===== config.mk =====
export PLATFORM = sky130hd
export DESIGN_NAME = matrix_key_scan_debounce_repeat
export DESIGN_NICKNAME = d
export VERILOG_FILES = /design/src/hw/rtl/mksdr_pkg.sv /design/src/hw/rtl/matrix_key_scan_debounce_repeat.sv /design/src/hw/rtl/mksdr_cfg_regs.sv /design/src/hw/rtl/mksdr_scan_core.sv
export VERILOG_INCLUDE_DIRS = /design/src /design/src/hw/rtl
export SDC_FILE = /design/constraint.sdc
export NUM_CORES = 1
export LEC_CHECK = 0
export ABC_AREA = 0
export BUFFER_PORTS_ARGS = -buffer_cell sky130_fd_sc_hd__clkbuf_2
export CAP_MARGIN = 20
export CORE_ASPECT_RATIO = 1.1
export CORE_MARGIN = 10
export CORE_UTILIZATION = 50
export DETAILED_ROUTE_END_ITERATION = 10
export GPL_TIMING_DRIVEN = 0
export PLACE_DENSITY_LB_ADDON = 0.1
export SYNTH_ARGS = -nofsm -noshare
export SYNTH_HDL_FRONTEND = slang
export SYNTH_HIERARCHICAL = 1
export SYNTH_SLANG_ARGS = --single-unit

===== constraint.sdc =====
create_clock -name i_clk -period 5.1 [get_ports i_clk]
set_input_delay 0.765 -clock i_clk [delete_from_list [all_inputs] [get_ports i_clk]]
set_output_delay 0.765 -clock i_clk [all_outputs]
set_load 0.01 [all_outputs]

===== src/hw/rtl/matrix_key_scan_debounce_repeat_assert.svh =====
// Assertion macros for the keypad scanner.
`ifndef MATRIX_KEY_SCAN_DEBOUNCE_REPEAT_ASSERT_SVH
`define MATRIX_KEY_SCAN_DEBOUNCE_REPEAT_ASSERT_SVH

// Same-cycle implication, sampled on i_clk, off during reset.
`define MKSDR_ASSERT_NOW(lbl, ante, cons, msg) \
    lbl: assert property (@(posedge i_clk) disable iff (!i_rst_n) (ante) |-> (cons)) \
        else $error(msg);

// Next-cycle implication, sampled on i_clk, off during reset.
`define MKSDR_ASSERT_NEXT(lbl, ante, cons, msg) \
    lbl: assert property (@(posedge i_clk) disable iff (!i_rst_n) (ante) |=> (cons)) \
        else $error(msg);

`endif


===== src/hw/rtl/mksdr_pkg.sv =====
// Shared types and constants for the keypad scanner.
package mksdr_pkg;

    localparam int CODE_W     = 24;
    localparam int HOLD_W     = 10;
    localparam int GAP_W      = 6;
    localparam int CFG_IDX_W  = 3;
    localparam int CFG_DATA_W = 24;
    localparam int ROW_LG     = 3;

    localparam int ROWS_DEF = 3;
    localparam int COLS_DEF = 5;

    localparam logic [HOLD_W-1:0] HOLD_MAX = 10'd1023;

    localparam logic [HOLD_W-1:0] DEBOUNCE_RST    = 10'd3;
    localparam logic [HOLD_W-1:0] HOLD_FAST_RST   = 10'd100;
    localparam logic [HOLD_W-1:0] HOLD_SLOW_RST   = 10'd300;
    localparam logic [HOLD_W-1:0] BACK_OFF_RST    = 10'd50;
    localparam logic [GAP_W-1:0]  SEND_GAP_RST    = 6'd50;
    localparam logic [CODE_W-1:0] FAST_KEY_RST    = 24'h020000;

    typedef enum logic [CFG_IDX_W-1:0] {
        CFG_DEBOUNCE  = 3'd0,
        CFG_HOLD_FAST = 3'd1,
        CFG_HOLD_SLOW = 3'd2,
        CFG_BACK_OFF  = 3'd3,
        CFG_SEND_GAP  = 3'd4,
        CFG_FAST_KEY  = 3'd5
    } t_cfg_idx;

    typedef struct packed {
        logic [HOLD_W-1:0] debounce_count;
        logic [HOLD_W-1:0] repeat_hold_fast;
        logic [HOLD_W-1:0] repeat_hold_slow;
        logic [HOLD_W-1:0] repeat_back_off;
        logic [GAP_W-1:0]  send_gap;
        logic [CODE_W-1:0] fast_repeat_key;
    } t_cfg;

    typedef struct packed {
        logic              event_valid;
        logic [CODE_W-1:0] key_code;
        logic              repeat_flag;
    } t_event;

endpackage


===== src/hw/rtl/matrix_key_scan_debounce_repeat.sv =====
// Top level of the keypad matrix scanner with debounce and auto-repeat.
//
//  channel  direction  handshake                   payload
//  in       sink       i_in_valid / o_in_stall     i_column_levels
//  out      source     o_out_valid / i_out_stall   o_row_select, o_event_valid,
//                                                  o_key_code, o_repeat_flag
//  cfg      sink       i_cfg_valid / o_cfg_ready   i_cfg_index, i_cfg_data
//
// One item per clock while the output is not stalled; each item gives one result.
// An item passes the input register, a single scan state update and the result
// register, in that order.
// Reset is synchronous, active low; valid flags reset, payload registers do not.
// A stalled result holds in the output register while one more item waits.
// The cfg channel is always ready.
module matrix_key_scan_debounce_repeat #(
    parameter int ROWS  = mksdr_pkg::ROWS_DEF,
    parameter int COLS  = mksdr_pkg::COLS_DEF,
    parameter int ROW_W = (ROWS > 1) ? $clog2(ROWS) : 1
) (
    input  logic                              i_clk,
    input  logic                              i_rst_n,
    input  logic                              i_in_valid,
    output logic                              o_in_stall,
    input  logic [COLS-1:0]                   i_column_levels,
    output logic                              o_out_valid,
    input  logic                              i_out_stall,
    output logic [ROW_W-1:0]                  o_row_select,
    output logic                              o_event_valid,
    output logic [mksdr_pkg::CODE_W-1:0]      o_key_code,
    output logic                              o_repeat_flag,
    input  logic                              i_cfg_valid,
    output logic                              o_cfg_ready,
    input  logic [mksdr_pkg::CFG_IDX_W-1:0]   i_cfg_index,
    input  logic [mksdr_pkg::CFG_DATA_W-1:0]  i_cfg_data
);

    mksdr_pkg::t_cfg   cfg;
    mksdr_pkg::t_event core_event;
    logic [ROW_W-1:0]  core_row;

    logic              r_s1_valid;
    logic [COLS-1:0]   r_s1_cols;
    logic              r_out_valid;
    logic [ROW_W-1:0]  r_out_row;
    mksdr_pkg::t_event r_out_event;

    logic s1_adv;
    logic in_acc;

    assign o_cfg_ready = 1'b1;

    mksdr_cfg_regs u_cfg (
        .i_clk   (i_clk),
        .i_rst_n (i_rst_n),
        .i_wr    (i_cfg_valid & o_cfg_ready),
        .i_index (i_cfg_index),
        .i_data  (i_cfg_data),
        .o_cfg   (cfg)
    );

    assign s1_adv     = r_s1_valid & (~r_out_valid | ~i_out_stall);
    assign o_in_stall = r_s1_valid & ~s1_adv;
    assign in_acc     = i_in_valid & ~o_in_stall;

    mksdr_scan_core #(
        .ROWS  (ROWS),
        .COLS  (COLS),
        .ROW_W (ROW_W)
    ) u_core (
        .i_clk        (i_clk),
        .i_rst_n      (i_rst_n),
        .i_step       (s1_adv),
        .i_cols       (r_s1_cols),
        .i_cfg        (cfg),
        .o_row_select (core_row),
        .o_event      (core_event)
    );

    always_ff @(posedge i_clk) begin
        if (!i_rst_n) begin
            r_s1_valid  <= 1'b0;
            r_out_valid <= 1'b0;
        end else begin
            if (in_acc) begin
                r_s1_valid <= 1'b1;
            end else if (s1_adv) begin
                r_s1_valid <= 1'b0;
            end
            if (s1_adv) begin
                r_out_valid <= 1'b1;
            end else if (!i_out_stall) begin
                r_out_valid <= 1'b0;
            end
        end
    end

    always_ff @(posedge i_clk) begin
        if (in_acc) begin
            r_s1_cols <= i_column_levels;
        end
        if (s1_adv) begin
            r_out_row   <= core_row;
            r_out_event <= core_event;
        end
    end

    assign o_out_valid   = r_out_valid;
    assign o_row_select  = r_out_row;
    assign o_event_valid = r_out_event.event_valid;
    assign o_key_code    = r_out_event.key_code;
    assign o_repeat_flag = r_out_event.repeat_flag;

`include "matrix_key_scan_debounce_repeat_assert.svh"

    `MKSDR_ASSERT_NOW(a_event_on_frame_end, r_out_valid && r_out_event.event_valid,
        r_out_row == '0, "event outside the last row of a frame")
    `MKSDR_ASSERT_NOW(a_repeat_has_code, r_out_valid && r_out_event.repeat_flag,
        r_out_event.event_valid && r_out_event.key_code != '0, "repeat without a key code")
    `MKSDR_ASSERT_NEXT(a_item_kept, r_s1_valid && r_out_valid && i_out_stall,
        r_s1_valid && $stable(r_s1_cols), "waiting item lost under stall")

endmodule


===== src/hw/rtl/mksdr_cfg_regs.sv =====
// Configuration register file for the keypad scanner.
module mksdr_cfg_regs (
    input  logic                                i_clk,
    input  logic                                i_rst_n,
    input  logic                                i_wr,
    input  logic [mksdr_pkg::CFG_IDX_W-1:0]     i_index,
    input  logic [mksdr_pkg::CFG_DATA_W-1:0]    i_data,
    output mksdr_pkg::t_cfg                     o_cfg
);

    mksdr_pkg::t_cfg r_cfg;

    always_ff @(posedge i_clk) begin
        if (!i_rst_n) begin
            r_cfg.debounce_count   <= mksdr_pkg::DEBOUNCE_RST;
            r_cfg.repeat_hold_fast <= mksdr_pkg::HOLD_FAST_RST;
            r_cfg.repeat_hold_slow <= mksdr_pkg::HOLD_SLOW_RST;
            r_cfg.repeat_back_off  <= mksdr_pkg::BACK_OFF_RST;
            r_cfg.send_gap         <= mksdr_pkg::SEND_GAP_RST;
            r_cfg.fast_repeat_key  <= mksdr_pkg::FAST_KEY_RST;
        end else if (i_wr) begin
            unique case (mksdr_pkg::t_cfg_idx'(i_index))
                mksdr_pkg::CFG_DEBOUNCE: begin
                    r_cfg.debounce_count <= i_data[mksdr_pkg::HOLD_W-1:0];
                end
                mksdr_pkg::CFG_HOLD_FAST: begin
                    r_cfg.repeat_hold_fast <= i_data[mksdr_pkg::HOLD_W-1:0];
                end
                mksdr_pkg::CFG_HOLD_SLOW: begin
                    r_cfg.repeat_hold_slow <= i_data[mksdr_pkg::HOLD_W-1:0];
                end
                mksdr_pkg::CFG_BACK_OFF: begin
                    r_cfg.repeat_back_off <= i_data[mksdr_pkg::HOLD_W-1:0];
                end
                mksdr_pkg::CFG_SEND_GAP: begin
                    r_cfg.send_gap <= i_data[mksdr_pkg::GAP_W-1:0];
                end
                mksdr_pkg::CFG_FAST_KEY: begin
                    r_cfg.fast_repeat_key <= i_data[mksdr_pkg::CODE_W-1:0];
                end
                default: begin
                end
            endcase
        end
    end

    assign o_cfg = r_cfg;

endmodule


===== src/hw/rtl/mksdr_scan_core.sv =====
// Scan state, debounce, auto-repeat and rate limit for one tick per step.
module mksdr_scan_core #(
    parameter int ROWS  = mksdr_pkg::ROWS_DEF,
    parameter int COLS  = mksdr_pkg::COLS_DEF,
    parameter int ROW_W = (ROWS > 1) ? $clog2(ROWS) : 1
) (
    input  logic             i_clk,
    input  logic             i_rst_n,
    input  logic             i_step,
    input  logic [COLS-1:0]  i_cols,
    input  mksdr_pkg::t_cfg  i_cfg,
    output logic [ROW_W-1:0] o_row_select,
    output mksdr_pkg::t_event o_event
);

    localparam int CODE_W = mksdr_pkg::CODE_W;
    localparam int HOLD_W = mksdr_pkg::HOLD_W;
    localparam int GAP_W  = mksdr_pkg::GAP_W;
    localparam int WIDE_W = COLS + (ROWS - 1) * (1 << mksdr_pkg::ROW_LG) + CODE_W;
    localparam logic [ROW_W-1:0] LAST_ROW = ROW_W'(ROWS - 1);

    logic [ROW_W-1:0]  r_scan_row, n_scan_row;
    logic [CODE_W-1:0] r_latched, n_latched;
    logic [CODE_W-1:0] r_stable, n_stable;
    logic [HOLD_W-1:0] r_hold, n_hold;
    logic [GAP_W-1:0]  r_gap, n_gap;
    logic [CODE_W-1:0] r_current, n_current;

    logic [COLS-1:0]   pressed;
    logic [WIDE_W-1:0] wide;
    logic [CODE_W-1:0] shifted;
    logic [HOLD_W-1:0] hold_inc;
    logic [HOLD_W-1:0] thr;
    logic              gap_ok;
    mksdr_pkg::t_event n_event;

    assign pressed = ~i_cols;
    assign wide    = WIDE_W'(pressed) << {r_scan_row, {mksdr_pkg::ROW_LG{1'b0}}};
    assign shifted = wide[CODE_W-1:0];

    always_comb begin
        n_latched = (r_scan_row == '0) ? '0 : r_latched;
        if (n_latched == '0 && pressed != '0) begin
            n_latched = shifted;
        end

        n_gap = (r_gap < i_cfg.send_gap) ? r_gap + 1'b1 : r_gap;
        gap_ok = (n_gap >= i_cfg.send_gap);

        n_stable  = r_stable;
        n_hold    = r_hold;
        n_current = r_current;
        n_event   = '0;
        hold_inc  = (r_hold < mksdr_pkg::HOLD_MAX) ? r_hold + 1'b1 : r_hold;
        thr = (r_stable == i_cfg.fast_repeat_key) ? i_cfg.repeat_hold_fast
                                                  : i_cfg.repeat_hold_slow;

        if (r_scan_row == LAST_ROW) begin
            if (n_latched == '0) begin
                n_event.event_valid = (r_current != '0);
                n_current = '0;
                n_stable  = '0;
                n_hold    = '0;
            end else if (r_stable == n_latched) begin
                n_hold = hold_inc;
                if (i_cfg.debounce_count != '0 && hold_inc == i_cfg.debounce_count) begin
                    n_current = n_latched;
                    if (gap_ok) begin
                        n_event.event_valid = 1'b1;
                        n_event.key_code    = n_latched;
                        n_gap               = '0;
                    end
                end
                if (thr != '0 && hold_inc == thr) begin
                    n_current = n_latched;
                    n_hold = (hold_inc > i_cfg.repeat_back_off)
                           ? hold_inc - i_cfg.repeat_back_off : '0;
                    if (!n_event.event_valid && gap_ok) begin
                        n_event.event_valid = 1'b1;
                        n_event.key_code    = n_latched;
                        n_event.repeat_flag = 1'b1;
                        n_gap               = '0;
                    end
                end
            end else begin
                n_hold   = '0;
                n_stable = n_latched;
            end
        end

        n_scan_row = (r_scan_row == LAST_ROW) ? '0 : r_scan_row + 1'b1;
    end

    always_ff @(posedge i_clk) begin
        if (!i_rst_n) begin
            r_scan_row <= '0;
            r_latched  <= '0;
            r_stable   <= '0;
            r_hold     <= '0;
            r_gap      <= '0;
            r_current  <= '0;
        end else if (i_step) begin
            r_scan_row <= n_scan_row;
            r_latched  <= n_latched;
            r_stable   <= n_stable;
            r_hold     <= n_hold;
            r_gap      <= n_gap;
            r_current  <= n_current;
        end
    end

    assign o_row_select = n_scan_row;
    assign o_event      = n_event;

endmodule

Word-level counts from Yosys, hierarchy flattened
Index checks and enable logic that the tools add are counted.

Output and inout bits: 31. Bits of input ports: 37. Flip-flop bits (word level): 195.

Add/subtract/negate cells: 4. Multiplexer cells: 36. Reductions and logical operators: 27. Order comparisons: 4. Bitwise operators: 12. Shift operators: 1. Equal/unequal tests: 12.

Operators by type and width (count): two-way mux 24 bit (8); two-way mux 25 bit (5); two-way mux 26 bit (3); two-way mux 10 bit (6); equality test 24 bit (2); logical NOT 24 bit (2); two-way mux 6 bit (8); nonzero test 24 bit (1); left shift 5 x 5 -> 24 bit (1); equality test 10 bit (2); nonzero test 10 bit (2); AND reduction 2 bit (7); adder 10 x 1 -> 10 bit, second input constant (1); > comparator 10 bit (1); < comparator 10 bit, second input constant (1); subtractor 10 bit (1); inverter 1 bit (7); adder 6 x 1 -> 6 bit, second input constant (1); equality test 3 x 2 -> 1 bit, second input constant (2); equality test 3 bit, second input constant (2); >= comparator 6 bit (1); < comparator 6 bit (1); two-way mux 1 bit (5); inverter 5 bit (1); 18 further kinds (25).

Logic depth before layout (Yosys ltp)
Depth in word-level cells: 17. Gate-level depth with buffers: 19. Gate-level depth less buffers: 18.

By module
The synthesis kept the hierarchy.

Modules (own cells, without submodules): mksdr_scan_core (area each 7155.6 um^2, instances 1, sequential area each 1801.7 um^2, cells an instance 884); mksdr_cfg_regs (area each 2723.9 um^2, instances 1, sequential area each 1401.3 um^2, cells an instance 270); matrix_key_scan_debounce_repeat (area each 1086.0 um^2, instances 1, sequential area each 1031.0 um^2, cells an instance 43).

Worst setup path before layout
Ideal clock, no wire load.

Path type: input-to-reg. Start: in i_out_stall. End: reg u_core.r_stable[3]. Slack: 0.847 ns. Cell stages on the path: 8. Arrival: 4.126 ns. Data required time: 4.972 ns. Library setup time: 0.128 ns. Path through: a21boi_0 clkbuf_1 nand2_1 a21oi_1 buf_2 buf_2 mux2i_1 nor2_1.

Word-level cells in the longest chain between the ends: 4.

RTL lines: start, declared (RTL line matrix_key_scan_debounce_repeat.sv:26) `input logic i_out_stall,`; inverter 1 bit (RTL line matrix_key_scan_debounce_repeat.sv:61) `assign s1_adv = r_s1_valid & (~r_out_valid | ~i_out_stall);`; OR 1 bit (RTL line matrix_key_scan_debounce_repeat.sv:61); bitwise AND 1 bit (RTL line matrix_key_scan_debounce_repeat.sv:61); AND reduction 3 bit (no source line); end signal, assigned (RTL line mksdr_scan_core.sv:105) `r_stable <= n_stable;`; end, declared (RTL line mksdr_scan_core.sv:24) `logic [CODE_W-1:0] r_stable, n_stable;`.

Every way passes these cells. A chain may end at the register's enable or synchronous reset.

Worst setup path after layout
Start: reg u_cfg.r_cfg (netlist bit u_cfg/o_cfg[25]). End: reg r_out_event (netlist bit o_key_code[21]) (data pin).

Word-level cells in the longest chain between the ends: 12.

RTL lines: start, declared (RTL line mksdr_cfg_regs.sv:11) `mksdr_pkg::t_cfg r_cfg;`; < comparator 6 bit (RTL line mksdr_scan_core.sv:47) `n_gap = (r_gap < i_cfg.send_gap) ? r_gap + 1'b1 : r_gap;`; two-way mux 6 bit (RTL line mksdr_scan_core.sv:47); >= comparator 6 bit (*) (RTL line mksdr_scan_core.sv:48) `gap_ok = (n_gap >= i_cfg.send_gap);`; two-way mux 25 bit (RTL line mksdr_scan_core.sv:68) `if (gap_ok) begin`; two-way mux 25 bit (RTL line mksdr_scan_core.sv:66) `if (i_cfg.debounce_count != '0 && hold_inc == i_cfg.debounce_count) begin`; two-way mux 25 bit (RTL line mksdr_scan_core.sv:64) `end else if (r_stable == n_latched) begin`; two-way mux 25 bit (RTL line mksdr_scan_core.sv:59) `if (n_latched == '0) begin`; two-way mux 25 bit (RTL line mksdr_scan_core.sv:58) `if (r_scan_row == LAST_ROW) begin`; logical NOT 1 bit (RTL line mksdr_scan_core.sv:78) `if (!n_event.event_valid && gap_ok) begin`; logical AND 1 bit (RTL line mksdr_scan_core.sv:78); two-way mux 26 bit (RTL line mksdr_scan_core.sv:78); two-way mux 26 bit (*) (RTL line mksdr_scan_core.sv:74) `if (thr != '0 && hold_inc == thr) begin`; end signal, assigned (RTL line matrix_key_scan_debounce_repeat.sv:103) `r_out_event <= core_event;`; end, declared (RTL line matrix_key_scan_debounce_repeat.sv:45) `mksdr_pkg::t_event r_out_event;`.

Every way passes the cells marked *; elsewhere a longest branch is shown, timed or not. The select of a mux whose other input is x is not followed.

==> impl_metrics.ini <==
[floorplanning]
die_y_um = 175
io_pins = 68
fp.dieW_um = 161
start_util = 0.511
rows = 56
core_area_mm2 = 0.0214
die-area_mm2 = 0.0283

[cts]
tritoncts = done
post_cts_buffers = 0
clockBufferDepth = 2
cts_hold_buf = 0
post_cts_resized = 0
path_clk_slew_ns = 0.07
cts.sinks = 195
h-tree-depth = 4
clkLatencyLatePin_ns = 0.44
cts_buffers = 17
cts_root_buffer = clkbuf_16

[setup_path]
endpoint_kind = register
crit_top_cell = a21o_1
cp_max_fo = 10
reg2reg_to = o_key_code[21]
arrival_ns = 4.58
path_cells = inv_1, ha_1, a21o_1, a21o_1, a21o_1, a21o_1, a21oi_1, mux2i_1, inv_1, ha_1, a21o_1, a21o_1, a21o_1, a21o_1, a21oi_1, nor2_1, o211ai_4, buf_2, nor2_1
worst_ep_required_time_ns = 5.27
r2r_slack_ns = 0.69
worstSetupStartpointType = register
r2r-start = u_cfg/o_cfg[25]
rr_worst_depth = 19
critPathKind = register to register
critical_path.max_stage_delay_ns = 0.51
slowest_stage = a21oi_1

[global_route]
met2_usage = 0.382
grt_pass1_vias = 8952
track_usage = 0.227
antenna_found_initial = 0
grt_use_met3 = 0.0330
grt_use_met1 = 0.284
grt_max_degree = 29
busiest_layer = met2
overflow = 0
grt_pass1_wl_mm = 50.8

[sta]
fin_tns_setup_ns = 0
skew_ns = 0.0122
hold_viol = 0
whs_ns = 0.461
min_period_ns = 4.41
worst_pin_slew_ns = 0.998
slew-limit-headroom = 0.328
slew_viol_final = 0
min_period_over_period = 0.865
max_freq_mhz = 227
setup_violations = 0
rsz0062_at_grt = no

[synth]
synth-seq-cells = 195
syn-num-nets = 1258
synth_cells = 1197
synth-compound-area-share = 0.123
async_flop_share = 0
ys_seq_area_frac = 0.386
synth_top_family_by_area = simple AND/OR/NAND/NOR gates
yosysWarnings = 6
yosys.area_share.xor_xnor = 0.0487
synth_cell_type_count = 96
synthMuxAreaShare = 0.134
ys.flop_type = dfxtp_1
syn_area_mm2 = 0.0110
synth_edf_count = 33
synthSimpleGateAreaFrac = 0.225
avgSynthCellArea_um2 = 9.16
synthAdderAreaFrac = 0.0281

[place]
port_buffers = 66
hpwl_mm = 24.9
gp_congestion = 0.966

[cells_and_area]
n_antenna_cell = 0
areaGrowthSynthToFinish_pct = 12.3
final_common_cell = nand2_1
fillCellCount = 1991
utilization = 0.574
nNetsFinal = 1346
final_cell_mix = 163 x nand2_1, 162 x dfxtp_1, 129 x mux2i_1
drive_gt1_frac = 0.135

[worst_hold_path]
hold_path_end = u_core/r_current[23]
hold_depth = 2
hp-start = u_core/r_current[23]
hold_class = register to register

[route]
viasPerCell = 5.84
vias = 9281
wl_mm = 32.7
drc = 0
drt_iter0_drc = 939
drt_first_pass_iters = 6
ant_nets = 0
wl_per_cell_um = 20.6

[flow_run]
maxCapViolations = 0

[power_and_ir_drop]
powerDensity_mw_per_mm2 = 273
leakage_nw = 4.87
finalPower_mw = 3.36
peakVddDrop_v = 0.000215

[outcome]
status = finished, final reports clean
[Yosys cell counts (7+ instances only)]
cell,number,area [µm²]
xnor2_1,34,298
mux2i_1,129,1290
nand2_1,163,612
a21oi_1,21,105
nor4_1,22,138
inv_1,45,169
ha_1,23,288
edfxtp_1,33,991
nand3_1,24,120
clkbuf_1,38,143
a211oi_1,15,113
and3_1,14,87.6
o2111ai_1,9,78.8
nor2_1,84,315
o211ai_1,7,52.6
nor3_1,11,55.1
buf_6,9,101
mux2_2,9,101
dfxtp_1,162,3240
o21ai_0,41,205
xor2_1,27,236
nor2b_1,52,325
nand2b_1,16,100
a31oi_1,9,56.3
a21o_1,13,97.6
and2_1,10,62.6
buf_2,14,70.1
nand4_1,19,119
[layout make-up]
cell class,instances,area (µm²),share of cell area
clock inverters,14,159,0.0129
clock buffers,18,450,0.0366
multi-input cells,883,6150,0.500
plain buffers,69,399,0.0324
inverters,50,190,0.0154
flip-flops and latches,195,4230,0.344
well taps,290,363,0.0295
repair buffers,69,365,0.0297
[critical path, delay by kind of cell (launching register included)]
family / cells / cell delay, ns
AO/OA/AOI/OAI: 11 / 2.28
adder cells (fa/ha/maj): 2 / 0.55
buffers and inverters: 3 / 0.43
multiplexers: 1 / 0.34
flip-flops: 1 / 0.33
AND/OR/NAND/NOR: 2 / 0.21
[where the power goes]
group / switching, mW / internal (mW)
Sequential: 0.0283 / 1.59
Clock: 0.654 / 0.729
Combinational: 0.225 / 0.128
[worst max path at each step]
stage / from / end / slack (ns) / depth (start not counted)
final: u_cfg/o_cfg[25] / o_key_code[21] / 0.69 / 19
after global routing: u_cfg/o_cfg[25] / o_key_code[15] / 0.34 / 19
after CTS: u_cfg/o_cfg[25] / o_key_code[15] / 0.65 / 19
after detailed placement: u_cfg/o_cfg[25] / o_key_code[15] / 0.64 / 19
after global placement: i_out_stall / u_core/r_latched[1] / -0.70 / 8
after floorplan: i_out_stall / u_core/r_stable[3] / 0.85 / 8
[routing by layer]
metal,up-vias,wire [µm]
li1,4440,-
met1,4431,14000
met2,327,15700
met3,83,1690
met4,0,1280
met5,-,0
[flip-flops by register name, indices dropped and copies added (netlist names), 2 cells and up]
name,cells
u_core/r_latched,24
u_core/r_current,24
u_core/r_stable,24
r_s1_cols,5
u_cfg/o_cfg,70
u_core/r_gap,6
o_key_code,24
o_row_select,2
u_core/r_scan_row,2
u_core/r_hold,10
[kinds of logic after synthesis]
group / Yosys count
AND/OR/NAND/NOR: 466
adder cells (fa/ha/maj): 24
AO/OA/AOI/OAI: 188
multiplexers: 143
flip-flops: 195
XOR/XNOR: 61
buffers and inverters: 119
other: 1
[through the flow]
step                cell area (µm²)  setup slack [ns]  instances
floorplan                     11000             0.847       1197
global placement              11700            -0.702       1553
CTS                           12300             0.653       1587
global route                  12300             0.339       1588
finish                        12300             0.690       1588
detailed placement            11700             0.641       1555
Power figures use the tool's default switching activity.
